### src/rtl/swhm_pkg.sv
// ----------------------------------------------------------------------------
// swhm_pkg
// Types, constants and helper functions shared by the sliding window
// Hamming distance minimum block.
// ----------------------------------------------------------------------------
`default_nettype none

package swhm_pkg;

  localparam int WORD_W      = 32;
  localparam int DIST_W      = 6;
  localparam int INDEX_W     = 16;
  localparam int QUEUE_DEPTH = 8;
  localparam int QPTR_W      = 3;
  localparam int QCNT_W      = 4;

  // Register word index, taken from paddr[2].
  localparam logic REG_PATTERN = 1'b0;

  localparam logic [DIST_W-1:0] DIST_INIT = 6'd32;

  typedef logic [WORD_W-1:0]  word_t;
  typedef logic [DIST_W-1:0]  dist_t;
  typedef logic [INDEX_W-1:0] index_t;

  typedef struct packed {
    dist_t hdist;
    word_t mask;
  } node_t;

  typedef struct packed {
    logic valid;
    logic has_a;
    logic last;
  } ctrl_t;

  typedef struct packed {
    logic   has_a;
    index_t a_index;
    dist_t  a_min;
    word_t  a_mask;
    dist_t  a_run;
    logic   has_b;
    index_t b_index;
    dist_t  b_min;
    dist_t  b_run;
  } entry_t;

  function automatic dist_t popcount32(input word_t v);
    logic [1:0] s1 [16];
    logic [2:0] s2 [8];
    logic [3:0] s3 [4];
    logic [4:0] s4 [2];
    for (int i = 0; i < 16; i++) begin
      s1[i] = {1'b0, v[2*i]} + {1'b0, v[2*i+1]};
    end
    for (int i = 0; i < 8; i++) begin
      s2[i] = {1'b0, s1[2*i]} + {1'b0, s1[2*i+1]};
    end
    for (int i = 0; i < 4; i++) begin
      s3[i] = {1'b0, s2[2*i]} + {1'b0, s2[2*i+1]};
    end
    for (int i = 0; i < 2; i++) begin
      s4[i] = {1'b0, s3[2*i]} + {1'b0, s3[2*i+1]};
    end
    return {1'b0, s4[0]} + {1'b0, s4[1]};
  endfunction

  function automatic node_t merge_node(input node_t a, input node_t b);
    node_t r;
    if (b.hdist < a.hdist) begin
      r = b;
    end else if (b.hdist == a.hdist) begin
      r.hdist = a.hdist;
      r.mask  = a.mask | b.mask;
    end else begin
      r = a;
    end
    return r;
  endfunction

  function automatic dist_t min_dist(input dist_t a, input dist_t b);
    return (b < a) ? b : a;
  endfunction

endpackage

`default_nettype wire

### src/rtl/swhm_lane.sv
// ----------------------------------------------------------------------------
// swhm_lane
// One distance lane: XOR of a window with the pattern and a registered
// population count.
// ----------------------------------------------------------------------------
`default_nettype none

module swhm_lane (
  input  wire logic           clk,
  input  wire swhm_pkg::word_t win,
  input  wire swhm_pkg::word_t pattern,
  output swhm_pkg::dist_t      hdist
);

  always_ff @(posedge clk) begin
    hdist <= swhm_pkg::popcount32(win ^ pattern);
  end

endmodule

`default_nettype wire

### src/rtl/swhm_merge.sv
// ----------------------------------------------------------------------------
// swhm_merge
// Two stage registered tree that reduces the lane distances to the minimum
// and the mask of the offsets that reach it.
// ----------------------------------------------------------------------------
`default_nettype none

module swhm_merge (
  input  wire logic            clk,
  input  wire swhm_pkg::dist_t hdist [swhm_pkg::WORD_W],
  output swhm_pkg::node_t      result
);

  swhm_pkg::node_t leaf  [32];
  swhm_pkg::node_t lvl1  [16];
  swhm_pkg::node_t lvl2  [8];
  swhm_pkg::node_t lvl3  [4];
  swhm_pkg::node_t part  [4];
  swhm_pkg::node_t lvl4  [2];

  always_comb begin
    for (int j = 0; j < 32; j++) begin
      leaf[j].hdist = hdist[j];
      leaf[j].mask  = swhm_pkg::word_t'(1) << j;
    end
    for (int i = 0; i < 16; i++) begin
      lvl1[i] = swhm_pkg::merge_node(leaf[2*i], leaf[2*i+1]);
    end
    for (int i = 0; i < 8; i++) begin
      lvl2[i] = swhm_pkg::merge_node(lvl1[2*i], lvl1[2*i+1]);
    end
    for (int i = 0; i < 4; i++) begin
      lvl3[i] = swhm_pkg::merge_node(lvl2[2*i], lvl2[2*i+1]);
    end
  end

  always_ff @(posedge clk) begin
    for (int i = 0; i < 4; i++) begin
      part[i] <= lvl3[i];
    end
  end

  always_comb begin
    for (int i = 0; i < 2; i++) begin
      lvl4[i] = swhm_pkg::merge_node(part[2*i], part[2*i+1]);
    end
  end

  always_ff @(posedge clk) begin
    result <= swhm_pkg::merge_node(lvl4[0], lvl4[1]);
  end

endmodule

`default_nettype wire

### src/rtl/swhm_queue.sv
// ----------------------------------------------------------------------------
// swhm_queue
// Small result queue; each entry holds the one or two results of a request.
// ----------------------------------------------------------------------------
`default_nettype none

module swhm_queue (
  input  wire logic             clk,
  input  wire logic             rst,
  input  wire logic             push,
  input  wire swhm_pkg::entry_t push_data,
  input  wire logic             pop,
  output swhm_pkg::entry_t      head,
  output logic                  not_empty
);

  swhm_pkg::entry_t                  store [swhm_pkg::QUEUE_DEPTH];
  logic [swhm_pkg::QPTR_W-1:0]       wr_ptr;
  logic [swhm_pkg::QPTR_W-1:0]       rd_ptr;
  logic [swhm_pkg::QCNT_W-1:0]       count;

  always_ff @(posedge clk) begin
    if (push) begin
      store[wr_ptr] <= push_data;
    end
  end

  always_ff @(posedge clk) begin
    if (rst) begin
      wr_ptr <= '0;
      rd_ptr <= '0;
      count  <= '0;
    end else begin
      if (push) begin
        wr_ptr <= wr_ptr + 1'b1;
      end
      if (pop) begin
        rd_ptr <= rd_ptr + 1'b1;
      end
      if (push && !pop) begin
        count <= count + 1'b1;
      end else if (!push && pop) begin
        count <= count - 1'b1;
      end
    end
  end

  assign head      = store[rd_ptr];
  assign not_empty = (count != '0);

endmodule

`default_nettype wire

### src/rtl/sliding_window_hamming_min.sv
// ----------------------------------------------------------------------------
// sliding_window_hamming_min
// Compares every 32-bit window of a word stream with a pattern and reports,
// per word, the minimum Hamming distance, the offsets reaching it and the
// running minimum.
//
//   Channel  Direction  Handshake             Payload
//   in       input      in_valid / in_stall   data_word, last_word
//   out      output     out_valid / out_stall word_index, window_min, min_mask,
//                                             running_min, final_flag
//   cfg      input      APB psel / penable    paddr, pwdata, prdata
//
// One request is taken per cycle while in_stall is low. 32 distance lanes feed
// a two stage merge tree, and one more lane scores a final word alone; a
// result passes the lane registers, the two merge stages and the result
// queue before it is presented. A final word after another word yields two
// results, delivered one after the other. in_stall rises only when the
// eight entry result queue and the pipeline hold eight requests. Reset is
// synchronous; it clears the pattern and starts a new stream.
// ----------------------------------------------------------------------------
`default_nettype none

module sliding_window_hamming_min #(
  parameter int MAX_WORDS = 65536
) (
  input  wire logic        clk,
  input  wire logic        rst,
  input  wire logic        in_valid,
  output logic             in_stall,
  input  wire logic [31:0] data_word,
  input  wire logic        last_word,
  output logic             out_valid,
  input  wire logic        out_stall,
  output logic [15:0]      word_index,
  output logic [5:0]       window_min,
  output logic [31:0]      min_mask,
  output logic [5:0]       running_min,
  output logic             final_flag,
  input  wire logic        psel,
  input  wire logic        penable,
  input  wire logic        pwrite,
  input  wire logic [2:0]  paddr,
  input  wire logic [31:0] pwdata,
  output logic [31:0]      prdata,
  output logic             pready
);

  localparam int CNT_W = (MAX_WORDS > 2) ? $clog2(MAX_WORDS) : 1;
  localparam logic [CNT_W-1:0] CNT_MAX = CNT_W'(MAX_WORDS - 1);

  swhm_pkg::word_t  pattern;
  swhm_pkg::word_t  previous_word;
  logic             have_previous;
  swhm_pkg::dist_t  best_distance;
  logic [CNT_W-1:0] word_counter;
  logic [swhm_pkg::QCNT_W-1:0] credits;
  logic [swhm_pkg::QCNT_W-1:0] credits_next;
  logic             sel;

  logic             in_accept;
  logic             cfg_write;
  logic [63:0]      pair;
  swhm_pkg::word_t  win [swhm_pkg::WORD_W];
  swhm_pkg::dist_t  lane_dist [swhm_pkg::WORD_W];
  swhm_pkg::dist_t  last_dist;
  swhm_pkg::node_t  merged;

  swhm_pkg::ctrl_t  ctrl1;
  swhm_pkg::ctrl_t  ctrl2;
  swhm_pkg::ctrl_t  ctrl3;
  swhm_pkg::dist_t  ldist2;
  swhm_pkg::dist_t  ldist3;

  swhm_pkg::dist_t  best1;
  swhm_pkg::dist_t  best2;
  logic [CNT_W-1:0] cnt1;
  logic [CNT_W-1:0] cnt2;
  swhm_pkg::entry_t entry;
  logic             push;
  logic             release_empty;

  swhm_pkg::entry_t head;
  logic             not_empty;
  logic             show_b;
  logic             out_take;
  logic             pop;

  // Configuration port.
  assign pready    = 1'b1;
  assign cfg_write = psel && penable && pwrite && pready;

  always_ff @(posedge clk) begin
    if (rst) begin
      pattern <= '0;
    end else if (cfg_write && paddr[2] == swhm_pkg::REG_PATTERN) begin
      pattern <= pwdata;
    end
  end

  always_comb begin
    if (paddr[2] == swhm_pkg::REG_PATTERN) begin
      prdata = pattern;
    end else begin
      prdata = '0;
    end
  end

  // Input side.
  assign in_stall  = (credits == swhm_pkg::QCNT_W'(swhm_pkg::QUEUE_DEPTH));
  assign in_accept = in_valid && !in_stall;

  always_ff @(posedge clk) begin
    if (rst) begin
      previous_word <= '0;
      have_previous <= 1'b0;
    end else if (in_accept) begin
      if (last_word) begin
        previous_word <= '0;
        have_previous <= 1'b0;
      end else begin
        previous_word <= data_word;
        have_previous <= 1'b1;
      end
    end
  end

  assign pair = {previous_word, data_word};

  genvar j;
  generate
    for (j = 0; j < swhm_pkg::WORD_W; j++) begin : g_lane
      assign win[j] = pair[63-j -: 32];
      swhm_lane u_lane (
        .clk     (clk),
        .win     (win[j]),
        .pattern (pattern),
        .hdist   (lane_dist[j])
      );
    end
  endgenerate

  swhm_lane u_lane_last (
    .clk     (clk),
    .win     (data_word),
    .pattern (pattern),
    .hdist   (last_dist)
  );

  swhm_merge u_merge (
    .clk    (clk),
    .hdist  (lane_dist),
    .result (merged)
  );

  // Control travels alongside the merge tree.
  always_ff @(posedge clk) begin
    if (rst) begin
      ctrl1 <= '0;
      ctrl2 <= '0;
      ctrl3 <= '0;
    end else begin
      ctrl1.valid <= in_accept;
      ctrl1.has_a <= have_previous;
      ctrl1.last  <= last_word;
      ctrl2       <= ctrl1;
      ctrl3       <= ctrl2;
    end
  end

  always_ff @(posedge clk) begin
    ldist2 <= last_dist;
    ldist3 <= ldist2;
  end

  // Running minimum and word count, in result order.
  always_comb begin
    if (ctrl3.has_a) begin
      best1 = swhm_pkg::min_dist(best_distance, merged.hdist);
      cnt1  = (word_counter == CNT_MAX) ? word_counter : word_counter + 1'b1;
    end else begin
      best1 = best_distance;
      cnt1  = word_counter;
    end
    best2 = swhm_pkg::min_dist(best1, ldist3);
    cnt2  = (cnt1 == CNT_MAX) ? cnt1 : cnt1 + 1'b1;

    entry.has_a   = ctrl3.has_a;
    entry.a_index = swhm_pkg::index_t'(word_counter);
    entry.a_min   = merged.hdist;
    entry.a_mask  = merged.mask;
    entry.a_run   = best1;
    entry.has_b   = ctrl3.last;
    entry.b_index = swhm_pkg::index_t'(cnt1);
    entry.b_min   = ldist3;
    entry.b_run   = best2;

    push          = ctrl3.valid && (ctrl3.has_a || ctrl3.last);
    release_empty = ctrl3.valid && !ctrl3.has_a && !ctrl3.last;
  end

  always_ff @(posedge clk) begin
    if (rst) begin
      best_distance <= swhm_pkg::DIST_INIT;
      word_counter  <= '0;
    end else if (ctrl3.valid) begin
      if (ctrl3.last) begin
        best_distance <= swhm_pkg::DIST_INIT;
        word_counter  <= '0;
      end else begin
        best_distance <= best1;
        word_counter  <= cnt1;
      end
    end
  end

  swhm_queue u_queue (
    .clk       (clk),
    .rst       (rst),
    .push      (push),
    .push_data (entry),
    .pop       (pop),
    .head      (head),
    .not_empty (not_empty)
  );

  // Output side.
  assign out_valid = not_empty;
  assign show_b    = !head.has_a || sel;
  assign out_take  = out_valid && !out_stall;
  assign pop       = out_take && (show_b || !head.has_b);

  always_comb begin
    if (show_b) begin
      word_index  = head.b_index;
      window_min  = head.b_min;
      min_mask    = swhm_pkg::word_t'(1);
      running_min = head.b_run;
      final_flag  = 1'b1;
    end else begin
      word_index  = head.a_index;
      window_min  = head.a_min;
      min_mask    = head.a_mask;
      running_min = head.a_run;
      final_flag  = 1'b0;
    end
  end

  always_ff @(posedge clk) begin
    if (rst) begin
      sel <= 1'b0;
    end else if (pop) begin
      sel <= 1'b0;
    end else if (out_take) begin
      sel <= 1'b1;
    end
  end

  always_comb begin
    credits_next = credits;
    if (in_accept) begin
      credits_next = credits_next + 1'b1;
    end
    if (release_empty) begin
      credits_next = credits_next - 1'b1;
    end
    if (pop) begin
      credits_next = credits_next - 1'b1;
    end
  end

  always_ff @(posedge clk) begin
    if (rst) begin
      credits <= '0;
    end else begin
      credits <= credits_next;
    end
  end

  a_credit_bound : assert property (@(posedge clk) disable iff (rst)
    credits <= swhm_pkg::QCNT_W'(swhm_pkg::QUEUE_DEPTH))
    else $error("request credits exceed queue depth");

  a_idle_no_output : assert property (@(posedge clk) disable iff (rst)
    (credits == '0) |-> !out_valid)
    else $error("result shown with no request in flight");

  a_final_mask : assert property (@(posedge clk) disable iff (rst)
    (out_valid && final_flag) |-> (min_mask == swhm_pkg::word_t'(1)))
    else $error("final result with wrong offset mask");

  a_running_le_window : assert property (@(posedge clk) disable iff (rst)
    out_valid |-> (running_min <= window_min))
    else $error("running minimum above window minimum");

  a_last_clears_previous : assert property (@(posedge clk) disable iff (rst)
    (in_accept && last_word) |=> !have_previous)
    else $error("stream state kept after final word");

endmodule

`default_nettype wire

### config.mk
export PLATFORM = sky130hd
export DESIGN_NAME = sliding_window_hamming_min
export DESIGN_NICKNAME = d
export VERILOG_FILES = /design/src/rtl/swhm_pkg.sv /design/src/rtl/swhm_lane.sv /design/src/rtl/swhm_merge.sv /design/src/rtl/swhm_queue.sv /design/src/rtl/sliding_window_hamming_min.sv
export SDC_FILE = /design/constraint.sdc
export NUM_CORES = 2
export LEC_CHECK = 0
export BUFFER_PORTS_ARGS = -buffer_cell sky130_fd_sc_hd__buf_2
export CAP_MARGIN = 40
export CORE_MARGIN = 4
export CORE_UTILIZATION = 50
export CTS_CLUSTER_SIZE = 8
export DETAILED_ROUTE_END_ITERATION = 16
export GPL_TIMING_DRIVEN = 0
export MAX_ROUTING_LAYER = met4
export PLACE_DENSITY_LB_ADDON = 0.2
export SLEW_MARGIN = 20
export SYNTH_ARGS = -nofsm -noshare
export SYNTH_HDL_FRONTEND = slang
export SYNTH_SLANG_ARGS = --single-unit
### constraint.sdc
create_clock -name clk -period 22.6 [get_ports clk]
set_clock_uncertainty 0.1 [all_clocks]
set_input_delay 2.26 -clock clk [delete_from_list [all_inputs] [get_ports clk]]
set_output_delay 2.26 -clock clk [all_outputs]
set_load 0.05 [all_outputs]
# --- Yosys cells after proc, flatten, opt, wreduce, memory -nomap -nowiden ---
# Memories as Yosys holds them, arrays and structs flattened. A register that Yosys moved wholly into a read port is not among the register bits.
# Index checks and enable logic that the tools add are counted.
totals:
  in_bits: 75
  elab_cells: 1315
  ff_bits: 359
  ram_bits: 872
  n_memories: 2
mem_list:
  columns: ["memory", "depth", "width", "rd", "rd_ports_with_merged_regs", "wr", "line", "source"]
  rows:
  - ["u_queue.store", 8, 90, 1, 1, 1, "swhm_queue.sv:17", "swhm_pkg::entry_t store [swhm_pkg::QUEUE_DEPTH];"]
  - ["u_merge.part", 4, 38, 4, 0, 4, "swhm_merge.sv:18", "swhm_pkg::node_t part [4];"]
op_classes:
  n_reduce_logical: 25
  add_sub_neg: 1031
  n_mux: 86
  bitwise_logic: 49
  eq_ne: 33
  magnitude_cmp: 33
op_table:
  columns: ["operator", "n"]
  rows:
  - ["2-to-1 mux 38 bit", 31]
  - ["adder 1 x 1 -> 2 bit", 528]
  - ["bitwise XOR 32 bit", 33]
  - ["adder 2 x 2 -> 3 bit", 264]
  - ["2-to-1 mux 32 bit", 19]
  - ["adder 3 x 3 -> 4 bit", 132]
  - ["bitwise OR 32 bit", 15]
  - ["adder 4 x 4 -> 5 bit", 66]
  - ["adder 5 x 5 -> 6 bit", 33]
  - ["< comparator 6 bit", 33]
  - ["== test 6 bit", 31]
  - ["2-to-1 mux 16 bit", 5]
  - ["2-to-1 mux 6 bit", 7]
  - ["2-to-1 mux 30 bit", 1]
  - ["2-to-1 mux 28 bit", 1]
  - ["2-to-1 mux 26 bit", 1]
  - ["2-to-1 mux 24 bit", 1]
  - ["2-to-1 mux 4 bit", 6]
  - ["2-to-1 mux 22 bit", 1]
  - ["2-to-1 mux 20 bit", 1]
  - ["2-to-1 mux 18 bit", 1]
  - ["adder 16 x 1 -> 16 bit, second input constant", 1]
  - ["== test 16 bit, second input constant", 1]
  - ["2-to-1 mux 14 bit", 1]
  - ["17 further kinds", 44]

# --- Depth between registers and ports, before layout ---
logic_depth:
  ltp_word: 9
  mapped_depth: 25
  mapped_depth_nobuf: 23

# --- Hierarchy ---
# Synthesis repeated with hierarchy kept, for this count alone.
hier_totals:
  hier_cells: 6291
  hier_area_um2: 79806.5
modules_own_cells:
  columns: ["module", "cells_per_inst", "area_per_inst_um2", "n_inst"]
  rows:
  - ["swhm_lane (g_lane[0].u_lane ...)", 105, 1136.1, 31]
  - ["swhm_queue", 1108, 27592.7, 1]
  - ["swhm_merge", 1101, 9262.6, 1]
  - ["sliding_window_hamming_min", 617, 5467.7, 1]
  - ["swhm_lane (g_lane[26].u_lane ...)", 105, 1132.3, 2]

# --- Least setup slack after synthesis ---
# Ideal clock, no wire load.
synth_path:
  path_type: "input to register"
  from: "input data_word[26]"
  to: "register g_lane[6].u_lane.hdist[4]"
  arrival_time_ps: 7568
  setup_time_ps: 72
  cell_stages: 17
  path_buffers: 2
  t_required_ps: 22428
  setup_slack_ps: 14860
  cell_sequence: "clkbuf_1 > buf_1 > xnor2_1 > fa_1 > inv_1 > fa_1 > fa_1 > fa_1 > inv_1 > fa_1 > fa_1 > inv_1 > ha_1 > fa_1 > a21o_1 > a21oi_1 > xnor2_1"
synth_between:
  elab_chain_cells: 6
synth_lines:
  columns: ["item", "line", "source"]
  rows:
  - ["start, declared", "sliding_window_hamming_min.sv:30", "input wire logic [31:0] data_word,"]
  - ["bitwise XOR 32 bit", "swhm_lane.sv:16", "hdist <= swhm_pkg::popcount32(win ^ pattern);"]
  - ["adder 1 x 1 -> 2 bit", "swhm_pkg.sv:55", "s1[i] = {1'b0, v[2*i]} + {1'b0, v[2*i+1]};"]
  - ["adder 2 x 2 -> 3 bit", "swhm_pkg.sv:58", "s2[i] = {1'b0, s1[2*i]} + {1'b0, s1[2*i+1]};"]
  - ["adder 3 x 3 -> 4 bit", "swhm_pkg.sv:61", "s3[i] = {1'b0, s2[2*i]} + {1'b0, s2[2*i+1]};"]
  - ["adder 4 x 4 -> 5 bit", "swhm_pkg.sv:64", "s4[i] = {1'b0, s3[2*i]} + {1'b0, s3[2*i+1]};"]
  - ["adder 5 x 5 -> 6 bit", "swhm_pkg.sv:66", "return {1'b0, s4[0]} + {1'b0, s4[1]};"]
  - ["end signal, assigned", "swhm_lane.sv:16", null]
  - ["end, declared", "swhm_lane.sv:12", "output swhm_pkg::dist_t hdist"]
# No other way between the ends.
# A chain may end at the register's enable or synchronous reset.

# --- Final worst setup path ---
layout_path:
  from: "input data_word[23]"
  to: "register g_lane[20].u_lane.hdist[4]"
layout_between:
  elab_chain_cells: 6
layout_lines:
  columns: ["item", "line"]
  rows:
  - ["bitwise XOR 32 bit", "swhm_lane.sv:16"]
  - ["adder 1 x 1 -> 2 bit", "swhm_pkg.sv:55"]
  - ["adder 2 x 2 -> 3 bit", "swhm_pkg.sv:58"]
  - ["adder 3 x 3 -> 4 bit", "swhm_pkg.sv:61"]
  - ["adder 4 x 4 -> 5 bit", "swhm_pkg.sv:64"]
  - ["adder 5 x 5 -> 6 bit", "swhm_pkg.sv:66"]
  - ["end signal, assigned", "swhm_lane.sv:16"]
  - ["end, declared", "swhm_lane.sv:12"]
# No other way between the ends.

==> results.md <==
* Outcome: finished clean
* Max_cap viols at 0
* Area share of the largest cell type after synthesis at approximately 27%
* Power per cell area at about 180 mW/mm²
* Avg Cell Area, Syn at between 10 and 15 µm²
* Resized cells post-CTS at 0
* HP Start: ldist2[2]
* Syn nets at 7697
* # nets final at ~8000
* Vias in the first global route at ~54000
* Setup crit start: data_word[23]
* Peak Freq at between 0.1 and 0.15 GHz
* Hold path cells at 0
* Max H-tree Level at 4
* Critical path class: in -> reg
* # IOs at roughly 170
* Root Driver: clkbuf_16
* Die area at 0.1659 mm²
* EDFF count, synth at 720
* Setup TNS at 0 ps
* Fin crit share at a little over a third
* Worst path required time at ~23000 ps
* Initial drt markers at roughly 5500
* Final ANT Viol Nets at 0
* Sequential element share of the synthesized area at 37.62%
* Synth area leader: edfxtp_1
* YS warnings at 0
* Reg2reg end: g_lane[20].u_lane.hdist[4]
* Effective utilization at floorplan at 50.33%
* Most frequent cell after synthesis: inv_1
* Worst hold path type: reg -> reg
* Top post-synthesis cells by count: inv_1 (1003), fa_1 (793), edfxtp_1 (720)
* Reg2reg path depth at 18
* RSZ-0062 raised after global routing: no
* Core area at between 0.15 and 0.2 mm²
* # DRC at 0
* Row count at around 150
* Hold path endpoint: ldist3[2]
* Final HPWL DP at around 200 mm
* Max-slew violations at 0
* Latest clock arrival within the worst-skew pair at slightly above 800 ps
* Port Buffer Count at between 100 and 150
* Layout cells sized above 1 at between 10% and 20%
* TritonCTS buffer count at around 160
* Gr ovfl total at 0
* Post-CTS Setup Bufs at 0
* Worst Setup Start Kind: input pin
* Via count at ~52000
* Max FO, Critical Path at 10
* Arr. time, crit path at approximately 8600 ps
* Peak supply drop at ~270 µV
* GP Congestion at ~1.1
* Die Y at between 400 and 500 µm
* Endpoints failing hold at 0
* Crit path capture type: flop
* Wire per inst at around 30 µm
* Leakage power at 40.40 nW
* Seq cells post-synth at 1138
* Post-synth ARST share at 0%
* Mapped Area at 0.07971 mm²
* Placed inst area at 0.08534 mm²
* Synth cell types at 69
* Worst-path clk slew at ~50 ps
* Die W at 407.3 µm
* Flop2flop setup slack at 15580 ps
* Pin count of the biggest net entering global routing at 22
* Via/cell ratio at between 5 and 6
* Overall global routing resource usage at about a third
* Fin cells at approximately 9100
* Clock sink count at between 1000 and 1500
* Final setup viols at 0
* Pre-Repair DR Iteration Count at 6
* CTS tree: done
* Clk buf depth at 3
* Worst reg2reg path startpoint: pattern[9]
* Main synth FF type: edfxtp_1
* Cell count after synthesis at 6400
* Initial antenna violation count at 24
* First-pass GRT wire length at approximately 380 mm
* Synth-to-layout area growth at 13.56%
* Tightest Pin Transition at ~960 ps
* Slew headroom at 35.70%
* Design Area, Final at 0.09051 mm²
* Top cells by area, synth: edfxtp_1 (27%), fa_1 (20%), dfxtp_1 (10%)
* CTS Hold Bufs at 0
* Tmin final at about 8100 ps
* Final wirelength at ~270 mm
* # placed instances at slightly below 9000
## routing by layer
metal	GRT usage (%)	wire, µm
met1	39.96	99880
met2	48.41	116300
met3	11.70	31280
met4	18.61	18790
met5	-	0
## registers in the layout, summed over array words and instances, names as in the netlist, 4 cells and up, named ones only
register	count
best_distance	6
credits	4
g_lane.u_lane.hdist	192
ldist2	6
ldist3	6
pattern	32
previous_word	32
u_lane_last.hdist	6
u_merge.part	56
u_merge.result	38
u_queue.count	4
u_queue.store	720
word_counter	16
## cell families (layout without fill, tap and decap cells)
kind of cell	count (synthesis)	count (layout)	synth area share (%)
buf+inv	1368	1954	6.497
fa+ha+maj	1224	1224	26.68
xor+xnor	1190	1190	13.08
flops	1138	1138	37.62
simple gates	592	592	3.598
compound gates	496	496	4.235
mux	391	391	8.285
other cells	1	14	0.004705
## how the worst max path moves through the flow
stage / slack (ps) / cells past startpoint / endpoint
after floorplan: 14860 / 17 / g_lane[6].u_lane.hdist[4]
after global placement: 7650 / 3 / u_queue.store[0][57]
after detailed placement: 14140 / 20 / g_lane[20].u_lane.hdist[4]
after CTS: 14960 / 20 / g_lane[20].u_lane.hdist[4]
after global routing: 14550 / 20 / g_lane[20].u_lane.hdist[4]
final: 14520 / 20 / g_lane[20].u_lane.hdist[4]
## where the power goes
part	leakage (nW)	switching (mW)	internal, mW
sequential	10.1	0.171	2.69
clock	2.36	0.956	1.40
combinational	27.9	6.30	4.53
total	40.4	7.42	8.62
## cell usage in the layout (no fill, tap or decap), types with 44 or more instances in the layout
cell / count
a21oi_1: 191
nand3_1: 44
clkbuf_16: 163
xor2_1: 643
mux4_2: 208
mux2i_1: 145
clkbuf_1: 236
ha_1: 429
inv_1: 1003
clkbuf_2: 74
buf_2: 253
dfxtp_1: 418
nor2_1: 138
edfxtp_1: 720
xnor2_1: 547
a21o_1: 94
nand2_1: 156
buf_6: 91
fa_1: 793
nor2b_1: 93
## area by class of cell
cell class,count,area (µm²)
Fill cell,12949,67870
Antenna cell,13,32.53
Tap cell,2072,2592
Timing Repair Buffer,303,2919
Buffer,365,1620
Sequential cell,1138,29990
Multi-Input combinational cell,3894,44600
Clock buffer,263,4484
Inverter,1003,3765
Clock inverter,20,514.2
## stage by stage
step           power, mW  util [%]  hold slack [ps]  setup WS, ps
6_report           16.05     57.15            221.4         14520
5_1_grt            17.61     57.14            229.6         14550
4_1_cts            16.11     57.04            221.9         14960
3_5_place_dp       13.69     53.88            212.1         14140
3_3_place_gp       13.46     52.41            213.4          7650
2_1_floorplan      10.60         -            209.6         14860
## critical path: stages
cell	delay, ps
clkbuf_1	640
buf_2	680
xor2_1	170
fa_1	510
inv_1	50
fa_1	500
inv_1	60
fa_1	500
fa_1	490
inv_1	50
fa_1	720
inv_1	110
fa_1	500
ha_1	180
inv_1	70
fa_1	450
inv_1	70
a21o_1	100
a21oi_1	70
xnor2_1	400
(Power assumes the default switching activity.)
